## src/rtl/core/srh_pkg.sv

```systemverilog
`timescale 1ns / 1ps
// ----------------------------------------------------------------------------
// srh_pkg
// Shared types and constants for the rolling hash core (modulus 2^61-1).
// ----------------------------------------------------------------------------
package srh_pkg;

    localparam int unsigned HASH_W = 61;
    localparam int unsigned BYTE_W = 8;
    localparam int unsigned LIMB_W = 31;
    localparam int unsigned PROD_W = 2 * LIMB_W;

    localparam logic [HASH_W-1:0] HASH_MOD  = {HASH_W{1'b1}};
    localparam logic [HASH_W-1:0] BASE_RST  = 61'd131;

    localparam logic [1:0] ST_OK    = 2'd0;
    localparam logic [1:0] ST_RANGE = 2'd1;
    localparam logic [1:0] ST_FULL  = 2'd2;

    typedef enum logic [1:0] {
        MODE_CLEAR  = 2'd0,
        MODE_APPEND = 2'd1,
        MODE_HASH   = 2'd2,
        MODE_CMP    = 2'd3
    } mode_t;

    typedef enum logic [1:0] {
        RD_NONE = 2'd0,
        RD_LEN  = 2'd1,
        RD_LOW  = 2'd2,
        RD_HIGH = 2'd3
    } rd_sel_t;

    typedef enum logic [2:0] {
        RES_ZERO   = 3'd0,
        RES_RANGE  = 3'd1,
        RES_FULL   = 3'd2,
        RES_APPEND = 3'd3,
        RES_HASH   = 3'd4
    } res_sel_t;

    typedef struct packed {
        logic     latch_in;
        logic     clr_len;
        logic     inc_len;
        logic     wr_tables;
        rd_sel_t  rd_sel;
        logic     ld_ops;
        logic     ld_add;
        logic     mul_start;
        logic     ld_app1;
        logic     save_h1;
        logic     set_res;
        res_sel_t res_sel;
        logic     out_load;
        logic     phase;
    } cmd_t;

    typedef struct packed {
        mode_t mode;
        logic  full;
        logic  range_ok;
        logic  mul_done;
    } stat_t;

    // canonical residue of a 64-bit value
    function automatic logic [HASH_W-1:0] fold64(input logic [63:0] x);
        logic [63:0] s;
        s = {61'd0, x[63:61]} + {3'd0, x[60:0]};
        if (s >= {3'd0, HASH_MOD})
            s = s - {3'd0, HASH_MOD};
        return s[HASH_W-1:0];
    endfunction

endpackage

```

## src/rtl/core/srh_ctrl.sv

```systemverilog
`timescale 1ns / 1ps
// ----------------------------------------------------------------------------
// srh_ctrl
// Sequencer: decode, table reads, multiply passes and output handshake.
// ----------------------------------------------------------------------------
module srh_ctrl
    import srh_pkg::*;
(
    input  logic  clk,
    input  logic  rst_n,
    input  logic  in_valid,
    output logic  in_stall,
    output logic  out_valid,
    input  logic  out_stall,
    input  stat_t stat,
    output cmd_t  cmd
);

    typedef enum logic [7:0] {
        S_IDLE   = 8'b0000_0001,
        S_DECODE = 8'b0000_0010,
        S_LOAD   = 8'b0000_0100,
        S_LOAD2  = 8'b0000_1000,
        S_MUL    = 8'b0001_0000,
        S_REREAD = 8'b0010_0000,
        S_DONE   = 8'b0100_0000,
        S_SPARE  = 8'b1000_0000
    } state_t;

    state_t state_reg, state_next;
    logic   phase_reg, phase_next;
    logic   out_valid_reg, out_valid_next;
    logic   out_free;

    assign out_free  = !(out_valid_reg && out_stall);
    assign in_stall  = (state_reg != S_IDLE);
    assign out_valid = out_valid_reg;

    always_comb
    begin
        state_next     = state_reg;
        phase_next     = phase_reg;
        out_valid_next = out_valid_reg && out_stall;
        cmd            = '0;
        cmd.rd_sel     = RD_NONE;
        cmd.res_sel    = RES_ZERO;
        cmd.phase      = phase_reg;
        case (state_reg)
            S_IDLE:
            begin
                if (in_valid)
                begin
                    cmd.latch_in = 1'b1;
                    state_next   = S_DECODE;
                end
            end
            S_DECODE:
            begin
                phase_next = 1'b0;
                case (stat.mode)
                    MODE_CLEAR:
                    begin
                        cmd.clr_len = 1'b1;
                        cmd.set_res = 1'b1;
                        state_next  = S_DONE;
                    end
                    MODE_APPEND:
                    begin
                        if (stat.full)
                        begin
                            cmd.set_res = 1'b1;
                            cmd.res_sel = RES_FULL;
                            state_next  = S_DONE;
                        end
                        else
                        begin
                            cmd.rd_sel = RD_LEN;
                            state_next = S_LOAD;
                        end
                    end
                    default:
                    begin
                        if (!stat.range_ok)
                        begin
                            cmd.set_res = 1'b1;
                            cmd.res_sel = RES_RANGE;
                            state_next  = S_DONE;
                        end
                        else
                        begin
                            cmd.phase  = 1'b0;
                            cmd.rd_sel = RD_LOW;
                            state_next = S_LOAD;
                        end
                    end
                endcase
            end
            S_LOAD:
            begin
                cmd.ld_ops = 1'b1;
                cmd.rd_sel = RD_HIGH;
                state_next = S_LOAD2;
            end
            S_LOAD2:
            begin
                cmd.ld_add    = 1'b1;
                cmd.mul_start = 1'b1;
                state_next    = S_MUL;
            end
            S_MUL:
            begin
                if (stat.mul_done)
                begin
                    if (stat.mode == MODE_APPEND)
                    begin
                        if (!phase_reg)
                        begin
                            cmd.ld_app1   = 1'b1;
                            cmd.mul_start = 1'b1;
                            phase_next    = 1'b1;
                        end
                        else
                        begin
                            cmd.wr_tables = 1'b1;
                            cmd.inc_len   = 1'b1;
                            state_next    = S_DONE;
                        end
                    end
                    else if ((stat.mode == MODE_CMP) && !phase_reg)
                    begin
                        cmd.save_h1 = 1'b1;
                        phase_next  = 1'b1;
                        state_next  = S_REREAD;
                    end
                    else
                    begin
                        cmd.set_res = 1'b1;
                        cmd.res_sel = RES_HASH;
                        state_next  = S_DONE;
                    end
                end
            end
            S_REREAD:
            begin
                cmd.rd_sel = RD_LOW;
                state_next = S_LOAD;
            end
            S_DONE:
            begin
                if (stat.mode == MODE_APPEND && phase_reg)
                begin
                    cmd.set_res = 1'b1;
                    cmd.res_sel = RES_APPEND;
                    phase_next  = 1'b0;
                end
                else if (out_free)
                begin
                    cmd.out_load   = 1'b1;
                    out_valid_next = 1'b1;
                    state_next     = S_IDLE;
                end
            end
            default:
            begin
                state_next = S_IDLE;
            end
        endcase
    end

    always_ff @(posedge clk or negedge rst_n)
    begin
        if (!rst_n)
        begin
            state_reg     <= S_IDLE;
            phase_reg     <= 1'b0;
            out_valid_reg <= 1'b0;
        end
        else
        begin
            state_reg     <= state_next;
            phase_reg     <= phase_next;
            out_valid_reg <= out_valid_next;
        end
    end

endmodule

```

## config.mk

```make
export PLATFORM = sky130hd
export DESIGN_NAME = srh_ctrl
export DESIGN_NICKNAME = d
export VERILOG_FILES = /design/src/rtl/core/srh_pkg.sv /design/src/rtl/core/srh_ctrl.sv
export SDC_FILE = /design/constraint.sdc
export NUM_CORES = 1
export LEC_CHECK = 0
export ABC_AREA = 1
export BUFFER_PORTS_ARGS = -buffer_cell sky130_fd_sc_hd__clkbuf_2
export CORE_UTILIZATION = 50
export CTS_CLUSTER_SIZE = 14
export DETAILED_ROUTE_END_ITERATION = 7
export PLACE_DENSITY_LB_ADDON = 0.15
export SYNTH_ARGS = -nofsm -noshare
export SYNTH_HDL_FRONTEND = slang
export SYNTH_SLANG_ARGS = --single-unit
export TNS_END_PERCENT = 10
```

## constraint.sdc

```tcl
create_clock -name clk -period 3.5 [get_ports clk]
set_input_delay 0.7 -clock clk [delete_from_list [all_inputs] [get_ports clk]]
set_output_delay 0.7 -clock clk [all_outputs]
set_load 0.1 [all_outputs]
```

==> tab_implementation.tex <==
\begin{tabular}{lr}
\hline
Metric & Value \\
\hline
\multicolumn{2}{l}{\textbf{Layout}} \\
Fraction of layout instances using a drive strength above 1 & 0.349 \\
Number of diodes & 0 \\
Count of fill cells added during filler insertion & approximately 130 \\
Utilization after layout & 0.684 \\
Net count, final & approximately 160 \\
Layout Area Growth over Synthesis & 24.0\% \\
Post-Layout Cell Count & 161 \\
Max FFs per register & 7 \\
\multicolumn{2}{l}{\textbf{STA}} \\
Tmin final & 2580 ps \\
Count of final hold-check violations & 0 \\
Skew final & around 7.5 ps \\
Worst Tran Pin Value & 546 ps \\
Number of setup violations in the final report & 0 \\
Fin crit share & 0.737 \\
Worst-case headroom to the max-slew limit & 0.637 \\
Final slew viol count & 0 \\
Final setup margin & about 920 ps \\
Maximum clock frequency & 388 MHz \\
Unrepaired setup endpoints after global routing & false \\
\multicolumn{2}{l}{\textbf{Power and ir drop}} \\
Total power of the final layout & around 0.6 mW \\
Pwr dens & 667 nW/um\^{}2 \\
Leakage power total & roughly 0.54 nW \\
VDD IR max & 0.479 mV \\
\multicolumn{2}{l}{\textbf{Clock tree}} \\
Clock tree from TritonCTS & built \\
H-tree levels & 1 \\
Clock transition at the registers of the reported paths & 70 ps \\
Gates resized, CTS repair & 0 \\
Library cell used as clock root buffer & sky130\_fd\_sc\_hd\_\_clkbuf\_4 \\
Clock sink count & 9 \\
Num CTS Buffers & 3 \\
Later-pin clock latency in the skew report & 270 ps \\
Buffers inserted during post-CTS setup optimization & 0 \\
Post-CTS Hold Buffers & 0 \\
Buffers from clock root to sink, at most & 2 \\
\multicolumn{2}{l}{\textbf{Placement}} \\
Count of buffers from port buffering & 27 \\
Minimum setup slack after placement & around 940 ps \\
Total placed cells including tap cells & about 160 \\
Hpwl dp & 1540 um \\
Final weighted congestion of routability-driven global placement & around 0.9 \\
\multicolumn{2}{l}{\textbf{Synthesis}} \\
Yosys warning total & 0 \\
Synthesized instance count & about 120 \\
Number of different library cells in the post-synthesis netlist & 23 \\
Async set or reset register ratio after synthesis & 1.00 \\
Syn avg cell area & 6.42 sq um \\
Post-synth top area share & 0.269 \\
Ys flop type & sky130\_fd\_sc\_hd\_\_dfrtp\_1 \\
Cell type with the highest aggregate area in the netlist & sky130\_fd\_sc\_hd\_\_dfrtp\_1 \\
Synth Net Count & 125 \\
Most instantiated cells after synthesis & 25 x sky130\_fd\_sc\_hd\_\_nand2\_1, 20 x sky130\_fd\_sc\_hd\_\_nor2\_1, 17 x sky130\_fd\_sc\_hd\_\_inv\_1, 9 x sky130\_fd\_sc\_hd\_\_nand3\_1, 8 x sky130\_fd\_sc\_hd\_\_dfrtp\_1 \\
Sequential area share after synthesis & 0.304 \\
Post-synthesis sequential element count & 9 \\
Most common cell in the synthesized netlist & sky130\_fd\_sc\_hd\_\_nand2\_1 \\
Area contributors post-synth & sky130\_fd\_sc\_hd\_\_dfrtp\_1 27\%, sky130\_fd\_sc\_hd\_\_nand2\_1 13\%, sky130\_fd\_sc\_hd\_\_nor2\_1 10\%, sky130\_fd\_sc\_hd\_\_inv\_1 8.6\%, sky130\_fd\_sc\_hd\_\_nand3\_1 6.1\% \\
Count of flip-flops with a built-in enable after synthesis & 0 \\
Post-Synthesis Cell Area & between 700 and 800 sq um \\
\multicolumn{2}{l}{\textbf{Flow run}} \\
Number of max-cap violations & 0 \\
\multicolumn{2}{l}{\textbf{Run status}} \\
Run status & finished clean \\
\multicolumn{2}{l}{\textbf{Detailed routing}} \\
DRC violations left & 0 \\
Total number of vias & 809 \\
Routed len/inst & approximately 11 um \\
Violation count after the first detailed-route iteration & 21 \\
Routed Antenna Nets & 0 \\
First-pass iteration count of the detailed router & 4 \\
Vias per std cell & approximately 5 \\
Detailed-route wire length & 1840 um \\
\multicolumn{2}{l}{\textbf{Worst setup path}} \\
CP Launch Point & stat[4] \\
Launch instance of the worst register-to-register path & state\_reg[0] \\
Kind of end point of the critical path & output pin \\
CP Data Arrival Time & roughly 1900 ps \\
Required time of the critical path & about 2800 ps \\
Critical Path Start Type & input port \\
Largest fanout on the critical path & 5 \\
Critical Setup Path Class & input port to output pin \\
\multicolumn{2}{l}{\textbf{Floorplanning}} \\
Vert. Die Dim & $\sim$41 um \\
Floorplan die area & approximately 1600 sq um \\
Die extent in x & 40.6 um \\
Core Region & about 1400 sq um \\
Total number of placement rows & 13 \\
Boundary Pins & 28 \\
Initial core utilization & 0.551 \\
\multicolumn{2}{l}{\textbf{Global route}} \\
Vias in the first global route & around 670 \\
Wire length of the first global-routing pass & roughly 2800 um \\
Pin count of the biggest net entering global routing & 10 \\
Initial antenna violation count & 0 \\
Overflow after GRT & 0 \\
Overall routing resource usage & 0.266 \\
\multicolumn{2}{l}{\textbf{Min path}} \\
Hold Crit Class & input port to async pin \\
\hline
\end{tabular}
==> cell families (layout without fill, tap and decap cells) <==
logic type             after synthesis  after routing  synth area share
buffers and inverters               21             51             0.111
AOI/OAI and AO/OA                   13             13             0.116
DFF                                  9              9             0.304
and+or+nand+nor                     73             73             0.469
==> routing by layer <==
metal,GRT usage,vias up,share of wire
met3,0.0667,0,0.043
met2,0.476,26,0.51
met4,0.0500,0,0
li1,-,426,-
met1,0.320,357,0.44
met5,0,-,0
==> cells in the final DEF, fill, tap and decap left out <==
master and instances:
sky130_fd_sc_hd__clkbuf_2 27, sky130_fd_sc_hd__nand2_1 25, sky130_fd_sc_hd__nor2_1 20, sky130_fd_sc_hd__inv_1 17, sky130_fd_sc_hd__nand3_1 9, sky130_fd_sc_hd__dfrtp_1 8, sky130_fd_sc_hd__nor2_2 5, sky130_fd_sc_hd__nand2_2 4
sky130_fd_sc_hd__nor2_4 3, sky130_fd_sc_hd__inv_2 3, sky130_fd_sc_hd__o21ai_1 3, sky130_fd_sc_hd__clkbuf_4 3, sky130_fd_sc_hd__o31ai_1 2, sky130_fd_sc_hd__nor3_1 2, sky130_fd_sc_hd__o22ai_1 2, sky130_fd_sc_hd__o21ai_2 2
sky130_fd_sc_hd__nand4_1 2, sky130_fd_sc_hd__nand2_4 1, sky130_fd_sc_hd__o21ai_0 1, sky130_fd_sc_hd__o211ai_1 1, sky130_fd_sc_hd__nor3_2 1, sky130_fd_sc_hd__a31oi_1 1, sky130_fd_sc_hd__or2_0 1, sky130_fd_sc_hd__o21bai_1 1
sky130_fd_sc_hd__clkinv_2 1, sky130_fd_sc_hd__dfstp_2 1
==> worst max-delay path, stage by stage <==
cell and delay [ps]:
sky130_fd_sc_hd__clkbuf_2 130, sky130_fd_sc_hd__inv_2 90, sky130_fd_sc_hd__nand2_2 70, sky130_fd_sc_hd__nor2_2 140
sky130_fd_sc_hd__inv_1 80, sky130_fd_sc_hd__nor3_2 180, sky130_fd_sc_hd__clkbuf_2 490
==> per-stage QoR <==
stage	hold WS, ps	cell area (sq um)	TNS [ps]
finish	281	923	0
global route	286	923	0
CTS	280	923	0
detailed placement	492	896	0
global placement	487	896	0
floorplan	404	749	-1260
==> where the power goes <==
| group | internal, mW | total [mW] | switching [mW] |
|---|---|---|---|
| Clock | 0.0423 | 0.0848 | 0.0425 |
| Combinational | 0.0748 | 0.382 | 0.307 |
| Sequential | 0.126 | 0.150 | 0.0231 |
| Total | 0.244 | 0.616 | 0.373 |
==> path summary, 6_finish.rpt <==
| check | end | slack, ps | cells after the start |
|---|---|---|---|
| setup / recovery | cmd[14] | 920 | 7 |
| hold / removal | phase_reg | 280 | 1 |
| setup reg to reg | state_reg[0] | 2170 | 6 |
| hold reg to reg | out_valid | 510 | 2 |
| max in group asynchronous | state_reg[0] | 2950 | 1 |
| min in group clk | out_valid | 510 | 2 |
==> final cells by class <==
class | instances | area [sq um] | share of cell area
multi-input combinational | 86 | 440 | 0.477
clock buffer | 3 | 22.5 | 0.0244
clock inverter | 1 | 5.00 | 0.00542
timing repair buffer | 27 | 135 | 0.146
inverter | 20 | 75.1 | 0.0813
tap | 15 | 18.8 | 0.0203
sequential | 9 | 226 | 0.245
Power figures use the tool's default switching activity.
